### config.mk
export PLATFORM = sky130hd
export DESIGN_NAME = avpqs_ring
export DESIGN_NICKNAME = d
export VERILOG_FILES = /design/src/avpqs_pkg.sv /design/src/avpqs_ring.sv
export SDC_FILE = /design/constraint.sdc
export NUM_CORES = 2
export LEC_CHECK = 0
export ABC_AREA = 0
export BUFFER_PORTS_ARGS = -buffer_cell sky130_fd_sc_hd__clkbuf_2
export CORE_ASPECT_RATIO = 1.1
export CORE_UTILIZATION = 59
export CTS_BUF_LIST = sky130_fd_sc_hd__clkbuf_2 sky130_fd_sc_hd__clkbuf_4 sky130_fd_sc_hd__clkbuf_8
export DETAILED_ROUTE_END_ITERATION = 7
export GPL_TIMING_DRIVEN = 1
export HOLD_SLACK_MARGIN = 0.03
export PLACE_DENSITY = 0.84
export SLEW_MARGIN = 15
export SYNTH_ARGS = -nofsm -noshare
export SYNTH_HDL_FRONTEND = slang
export SYNTH_SLANG_ARGS = --single-unit
### constraint.sdc
create_clock -name i_clk -period 10.6 [get_ports i_clk]
set_input_delay 1.06 -clock i_clk [delete_from_list [all_inputs] [get_ports i_clk]]
set_output_delay 1.06 -clock i_clk [all_outputs]
set_load 0.03 [all_outputs]
### src/avpqs_pkg.sv
`timescale 1ns / 1ps
`default_nettype none
// ----------------------------------------------------------------------------
// AV packet queue scheduler package
// Shared types, codes and port widths of the audio/video packet scheduler.
// ----------------------------------------------------------------------------
package avpqs_pkg;

    // Stream port widths.
    localparam int S_TDATA_W = 96;
    localparam int S_TUSER_W = 4;
    localparam int M_TDATA_W = 168;
    localparam int M_TUSER_W = 5;

    // Configuration port.
    localparam int CFG_ADDR_W = 1;
    localparam int CFG_DATA_W = 6;

    // Result field widths.
    localparam int LEVEL_W = 6;
    localparam int TOTAL_W = 32;

    // Configuration register indexes.
    localparam logic [CFG_ADDR_W-1:0] CFG_DROP_UNTIL_KEY = 1'b0;
    localparam logic [CFG_ADDR_W-1:0] CFG_QUEUE_LIMIT    = 1'b1;

    // Queue limit after reset.
    localparam logic [CFG_DATA_W-1:0] QUEUE_LIMIT_RST = 6'd32;

    // Request kinds.
    typedef enum logic [1:0] {
        KIND_ENQ    = 2'd0,
        KIND_DEQ    = 2'd1,
        KIND_REPORT = 2'd2
    } t_kind;

    // Result status codes.
    typedef enum logic [2:0] {
        ST_QUEUED      = 3'd0,
        ST_QUEUED_DROP = 3'd1,
        ST_NEW_DROPPED = 3'd2,
        ST_EMPTY       = 3'd3,
        ST_SEND        = 3'd4,
        ST_KEY_DROP    = 3'd5,
        ST_CONN_FAIL   = 3'd6,
        ST_REPORT      = 3'd7
    } t_status;

    // One packet descriptor as held in a queue.
    typedef struct packed {
        logic        key;
        logic [23:0] bytes;
        logic [15:0] tag;
        logic [47:0] pts;
    } t_entry;

endpackage
`default_nettype wire

### src/avpqs_ring.sv
`timescale 1ns / 1ps
`default_nettype none
// ----------------------------------------------------------------------------
// AV packet queue ring buffer
// Ring FIFO of packet descriptors with a registered head entry. Any number
// of entries can be popped and one pushed in the same cycle.
// ----------------------------------------------------------------------------
module avpqs_ring
    import avpqs_pkg::*;
#(
    parameter  int DEPTH = 32,
    localparam int AW    = $clog2(DEPTH),
    localparam int CW    = $clog2(DEPTH + 1)
) (
    input  wire logic          i_clk,
    input  wire logic          i_rst_n,
    input  wire logic          i_push,
    input  wire logic [CW-1:0] i_pop_cnt,
    input  wire t_entry        i_wdata,
    output logic [CW-1:0]      o_count,
    output t_entry             o_head
);

    t_entry          r_mem [DEPTH];
    t_entry          r_head_data;
    logic [AW-1:0]   r_head;
    logic [AW-1:0]   n_head;
    logic [CW-1:0]   r_count;
    logic [CW-1:0]   n_count;
    logic [CW-1:0]   remain;
    logic [AW-1:0]   tail;
    logic [CW:0]     head_sum;
    logic [CW:0]     head_wrap;
    logic [CW:0]     tail_sum;
    logic [CW:0]     tail_wrap;

    // Advance the head past the popped entries, then place the tail after
    // the entries that remain.
    always_comb begin
        remain    = r_count - i_pop_cnt;
        head_sum  = (CW + 1)'(r_head) + {1'b0, i_pop_cnt};
        head_wrap = (head_sum >= (CW + 1)'(DEPTH)) ? head_sum - (CW + 1)'(DEPTH) : head_sum;
        n_head    = head_wrap[AW-1:0];
        tail_sum  = (CW + 1)'(n_head) + {1'b0, remain};
        tail_wrap = (tail_sum >= (CW + 1)'(DEPTH)) ? tail_sum - (CW + 1)'(DEPTH) : tail_sum;
        tail      = tail_wrap[AW-1:0];
        n_count   = remain + CW'(i_push);
    end

    // Head pointer and fill count.
    always_ff @(posedge i_clk) begin
        if (!i_rst_n) begin
            r_head  <= '0;
            r_count <= '0;
        end else begin
            r_head  <= n_head;
            r_count <= n_count;
        end
    end

    // Descriptor memory; the new head entry is read ahead, and a push into
    // an empty queue goes straight to the head register.
    always_ff @(posedge i_clk) begin
        if (i_push) begin
            r_mem[tail] <= i_wdata;
        end
        if (i_push && (tail == n_head)) begin
            r_head_data <= i_wdata;
        end else begin
            r_head_data <= r_mem[n_head];
        end
    end

    assign o_count = r_count;
    assign o_head  = r_head_data;

endmodule
`default_nettype wire

== After elaboration in Yosys (flattened, before gate mapping) ==
Memory sizes are Yosys's and may differ from the RTL's. A register that Yosys moved wholly into a read port is not among the register bits.
Index checks and enable logic that the tools add are counted.

* Bits in registers: 11
* Bits in writable memories: 2848
* Memories: 1
* Input bits: 98
* Logic and storage cells: 15

* Mux-type cells: 4
* Add/sub/neg operators: 6
* $lt $le $gt $ge: 2

{| class="wikitable"
|+ Memory list
! name !! words !! bits a word !! rd ports !! clocked after memory_dff !! wr ports !! RTL line !! RTL
|-
| r_mem || 32 || 89 || 1 || 1 || 1 || avpqs_ring.sv:24 || <nowiki>t_entry r_mem [DEPTH];</nowiki>
|}

{| class="wikitable"
|+ Operator list
! operator !! count
|-
| $add A5 B6 Y7 || 2
|-
| $ge A7 B6 Y1 const B || 2
|-
| $mux W5 || 2
|-
| $sub A5 B1 Y5 const B || 2
|-
| $add A6 B1 Y6 || 1
|-
| $sub A6 B6 Y6 || 1
|-
| $mux W1 || 2
|}

== Longest topological paths before layout ==
* Word-level depth: 6
* Depth in mapped cells: 11

== Worst setup path before layout ==
OpenSTA, ideal clock, no wires.

* Kind: input to register
* From: input port i_pop_cnt[2]
* To: memory r_mem[16][0] (netlist name) (enable)
* Setup slack: 439 ps
* Stages: 10
* Arrival time: 9516 ps
* Setup time: 646 ps
* Required time: 9954 ps
* Path through: ha_1 > and3_1 > or3_4 > and2_1 > ha_1 > a21oi_1 > or3b_4 > a22o_4 > buf_6 > nor3_1

* Longest elaborated chain between the ends: 6
* Elaborated cells on any way between the ends: 9
* Those cells by class: 5 x add/sub; 2 x order compare; 2 x mux

{| class="wikitable"
|+ RTL lines
! item !! RTL line !! RTL
|-
| from (decl) || avpqs_ring.sv:18 || <nowiki>input wire logic [CW-1:0] i_pop_cnt,</nowiki>
|-
| $add A5 B6 Y7 (*) || avpqs_ring.sv:41 || <nowiki>head_sum = (CW + 1)'(r_head) + {1'b0, i_pop_cnt};</nowiki>
|-
| net head_sum[3] || avpqs_ring.sv:32 || <nowiki>logic [CW:0] head_sum;</nowiki>
|-
| $ge A7 B6 Y1 or $sub A5 B1 Y5 (tied branches) || avpqs_ring.sv:42 || <nowiki>head_wrap = (head_sum >= (CW + 1)'(DEPTH)) ? head_sum - (CW + 1)'(DEPTH) : head_sum;</nowiki>
|-
| $mux W5 (*) || avpqs_ring.sv:42 ||
|-
| $add A5 B6 Y7 (*) || avpqs_ring.sv:44 || <nowiki>tail_sum = (CW + 1)'(n_head) + {1'b0, remain};</nowiki>
|-
| $ge A7 B6 Y1 or $sub A5 B1 Y5 (tied branches) || avpqs_ring.sv:45 || <nowiki>tail_wrap = (tail_sum >= (CW + 1)'(DEPTH)) ? tail_sum - (CW + 1)'(DEPTH) : tail_sum;</nowiki>
|-
| $mux W5 (*) || avpqs_ring.sv:45 ||
|-
| to (decl) || avpqs_ring.sv:24 ||
|}

Mark *: on every way through the listed nets, which the timed path passes. The rest lies on a longest branch.

==> results.sh <==
export IMPL_place_ws_ns=4.48
export IMPL_viasPerCell=7.01
export IMPL_path_cells="buf_12, buf_4, mux4_2, mux4_2, mux2_2, clkbuf_2"
export IMPL_io_buffers=192
export IMPL_setup_tns_final_ns=0
export IMPL_clk_latency_ns=1.08
export IMPL_cp_slowest_cell="buf_4"
export IMPL_rr_worst_depth=13
export IMPL_cts_tree="built"
export IMPL_hold_viol_final=0
export IMPL_grt_pass1_vias=54509
export IMPL_hold_slack_ns=0.308
export IMPL_synthesis_nets=4394
export IMPL_clock_power_share_pct=28.4
export IMPL_setup_viol=0
export IMPL_cap_violations=0
export IMPL_synth_area_leaders="edfxtp_1 (78%), mux4_2 (18%), mux2_2 (0.92%)"
export IMPL_ys_types=43
export IMPL_ys_seq_area_share_pct=78.8
export IMPL_dr_first_iter_drc_count=7625
export IMPL_worstPathRequired_ns=9.54
export IMPL_fmax_ghz=0.158
export IMPL_finalCriticalPeriod_ns=6.33
export IMPL_ant_nets=0
export IMPL_fin_nets=4894
export IMPL_gp_congestion=0.779
export IMPL_cp_max_fo=86
export IMPL_relSlewSlack_pct=17.1
export IMPL_drc_errors=0
export IMPL_worstHoldPathType="input pin to flip-flop"
export IMPL_postCtsHoldBufs=0
export IMPL_path_depth=6
export IMPL_ys_ff_latch=2864
export IMPL_yosysTopAreaCell="edfxtp_1"
export IMPL_cellPowerDensity_mw_per_mm2=264
export IMPL_io_pins=193
export IMPL_layout_setup_ws_ns=4.27
export IMPL_cts_max_path_buffers=4
export IMPL_critPathBufInv=3
export IMPL_antenna_found_initial=27
export IMPL_dpl_hpwl_mm=140
export IMPL_endpoint_kind="output pin"
export IMPL_fin_util_pct=66.2
export IMPL_crit_family="buffers and inverters"
export IMPL_avgSynthCellArea_um2=25.5
export IMPL_status="complete, no violations"
export IMPL_grt_usage_pct=30.2
export IMPL_place_inst=6769
export IMPL_worst_slew_pin_slew_ns=1.24
export IMPL_die_height_um=453
export IMPL_period_share_pct=59.7
export IMPL_final_cell_area_mm2=0.122
export IMPL_report_final_slew_viol_count=0
export IMPL_p_int_mw=22.1
export IMPL_grt_pass1_wl_mm=394
export IMPL_fin_total_pwr_mw=32.1
export IMPL_clk_pin_slew_ns=0.06
export IMPL_hold_path_depth=2
export IMPL_area_growth_pct=11.6
export IMPL_placed_area_mm2=0.113
export IMPL_start_util_pct=59.3
export IMPL_cts_root_buffer="clkbuf_8"
export IMPL_yosysWarnings=0
export IMPL_syn_area_mm2=0.109
export IMPL_instances_no_fill=7536
export IMPL_critPathKind="flip-flop to output pin"
export IMPL_path_common_cell="mux4_2"
export IMPL_p_leak_nw=38.3
export IMPL_htreeDepth=5
export IMPL_cts_buffers=428
export IMPL_rows=165
export IMPL_critPathLaunchType="flip-flop"
export IMPL_skew_ns=0.0781
export IMPL_drt_wl_total_mm=278
export IMPL_seq_power_share_pct=46.7
export IMPL_yosysTopAreaCellShare_pct=78.5
export IMPL_vias=52847
export IMPL_swShare_pct=31.0
export IMPL_wl_per_cell_um=36.9
export IMPL_rsz0062_at_grt="no"
export IMPL_net_switching_power_mw=9.94
export IMPL_cts_sinks=2864
export IMPL_vdd_drop_max_uv=272
export IMPL_cts_resized=0
export IMPL_grt_ovfl_total=0
export IMPL_dieArea_mm2=0.186
export IMPL_grt_max_degree=153
export IMPL_die_w_um=412
export IMPL_drt_pass1_iterations=5
export IMPL_pwr_share_comb_pct=24.9
export IMPL_critPathArrivalTime_ns=5.27
export IMPL_cts_setup_buffers=0
export IMPL_drive_gt1_share_pct=37.9
export IMPL_max_stage_delay_ns=0.90
export IMPL_coreArea_mm2=0.184
export IMPL_netlist_instances=4278
[state kept, by name (all words and copies together), names as in the netlist, named ones only]
name and flops:
o_count 6, r_head 5, r_mem 2848
[layout make-up]
cell class | count | area [um^2]
clock inverter | 201 | 1630
fill | 10271 | 62100
clock buffer | 547 | 6820
timing repair buffer | 289 | 1880
antenna | 19 | 47.5
sequential | 2864 | 85900
multi-input combinational | 1187 | 22300
tap | 2421 | 3030
inverter | 8 | 30.0
[layout by cell type, fill, tap and decap left out, types with 15 or more instances in the layout]
cell,n
nor3_2,26
buf_12,15
mux2i_1,22
clkinv_1,108
o21ai_0,39
bufinv_16,29
ha_1,15
diode_2,19
nand2_1,43
mux4_2,868
clkbuf_4,113
buf_4,81
clkinv_2,53
edfxtp_1,2848
clkbuf_2,192
mux2_2,89
clkbuf_8,434
[path summary, 6_finish.rpt]
kind	from	slack, ns	to
worst max-delay path	flip-flop	4.27	o_head[73]
worst min-delay path	i_pop_cnt[0]	0.31	flip-flop
worst max register to register	o_count[0]	5.27	r_mem[8][76]
worst min register to register	r_head[0]	0.50	flip-flop
[metal layers]
metal	track usage (%)	wire (um)
met5	0	127
met2	49.7	141000
met3	7.45	32000
met1	38.9	93200
met4	12.4	11500
[cell families (layout without fill, tap and decap cells)]
group	after synthesis	after routing	synth area share, %
flops	2864	2864	78.8
xor+xnor	13	13	0.131
mux	979	979	19.1
buf+inv	227	1045	0.939
fa+ha+maj	18	18	0.227
other cells	0	19	0
simple gates	114	114	0.530
compound gates	63	63	0.344
[synthesized netlist by cell type]
cell         n
o21a_1       2
xnor3_1      1
fa_1         3
dfxtp_1     16
o211a_1      1
o21ai_0     39
nor3_2       2
mux2i_1     22
or3b_4       1
or3b_2       1
or3_4        1
nor2_1       7
nand2_1     43
xor3_1       1
a211oi_1     4
nor3_1      27
a22oi_2      2
or2_2        1
a22o_4       1
xnor2_1      2
or4_1        1
buf_2       86
and2_1      11
o22ai_1      1
buf_6        1
and3b_1      1
nand3_1      4
a21oi_1      8
ha_1        15
a21o_1       3
xor2_1       9
buf_1       10
edfxtp_1  2848
nand3b_1     4
mux4_2     868
mux2_2      89
o21bai_1     1
buf_4       15
a31oi_1      1
inv_1        8
and3_1       7
nor2b_1      3
clkbuf_1   107
[worst register-to-register path, stage by stage, from the launching register on]
cell and delay [ns]:
dfxtp_1 0.31, inv_1 0.05, ha_1 0.16, inv_1 0.07, fa_1 0.40, xor2_1 0.38
ha_1 0.36, a21o_1 0.20, a31oi_1 0.24, xnor2_1 0.27, nand2_1 0.44, nor3_2 0.33
buf_4 0.83, buf_4 0.81
[power by group through the flow]
stage | clock network, mW | logic [mW] | registers (mW)
2_1_floorplan | 0 | 5.00 | 15.1
3_3_place_gp | 0 | 7.59 | 14.9
6_report | 9.10 | 7.97 | 15.0
5_1_grt | 9.60 | 8.20 | 15.1
4_1_cts | 9.16 | 7.94 | 15.0
3_5_place_dp | 0 | 7.84 | 15.1
No activity file was read; power rests on OpenSTA's default activity.
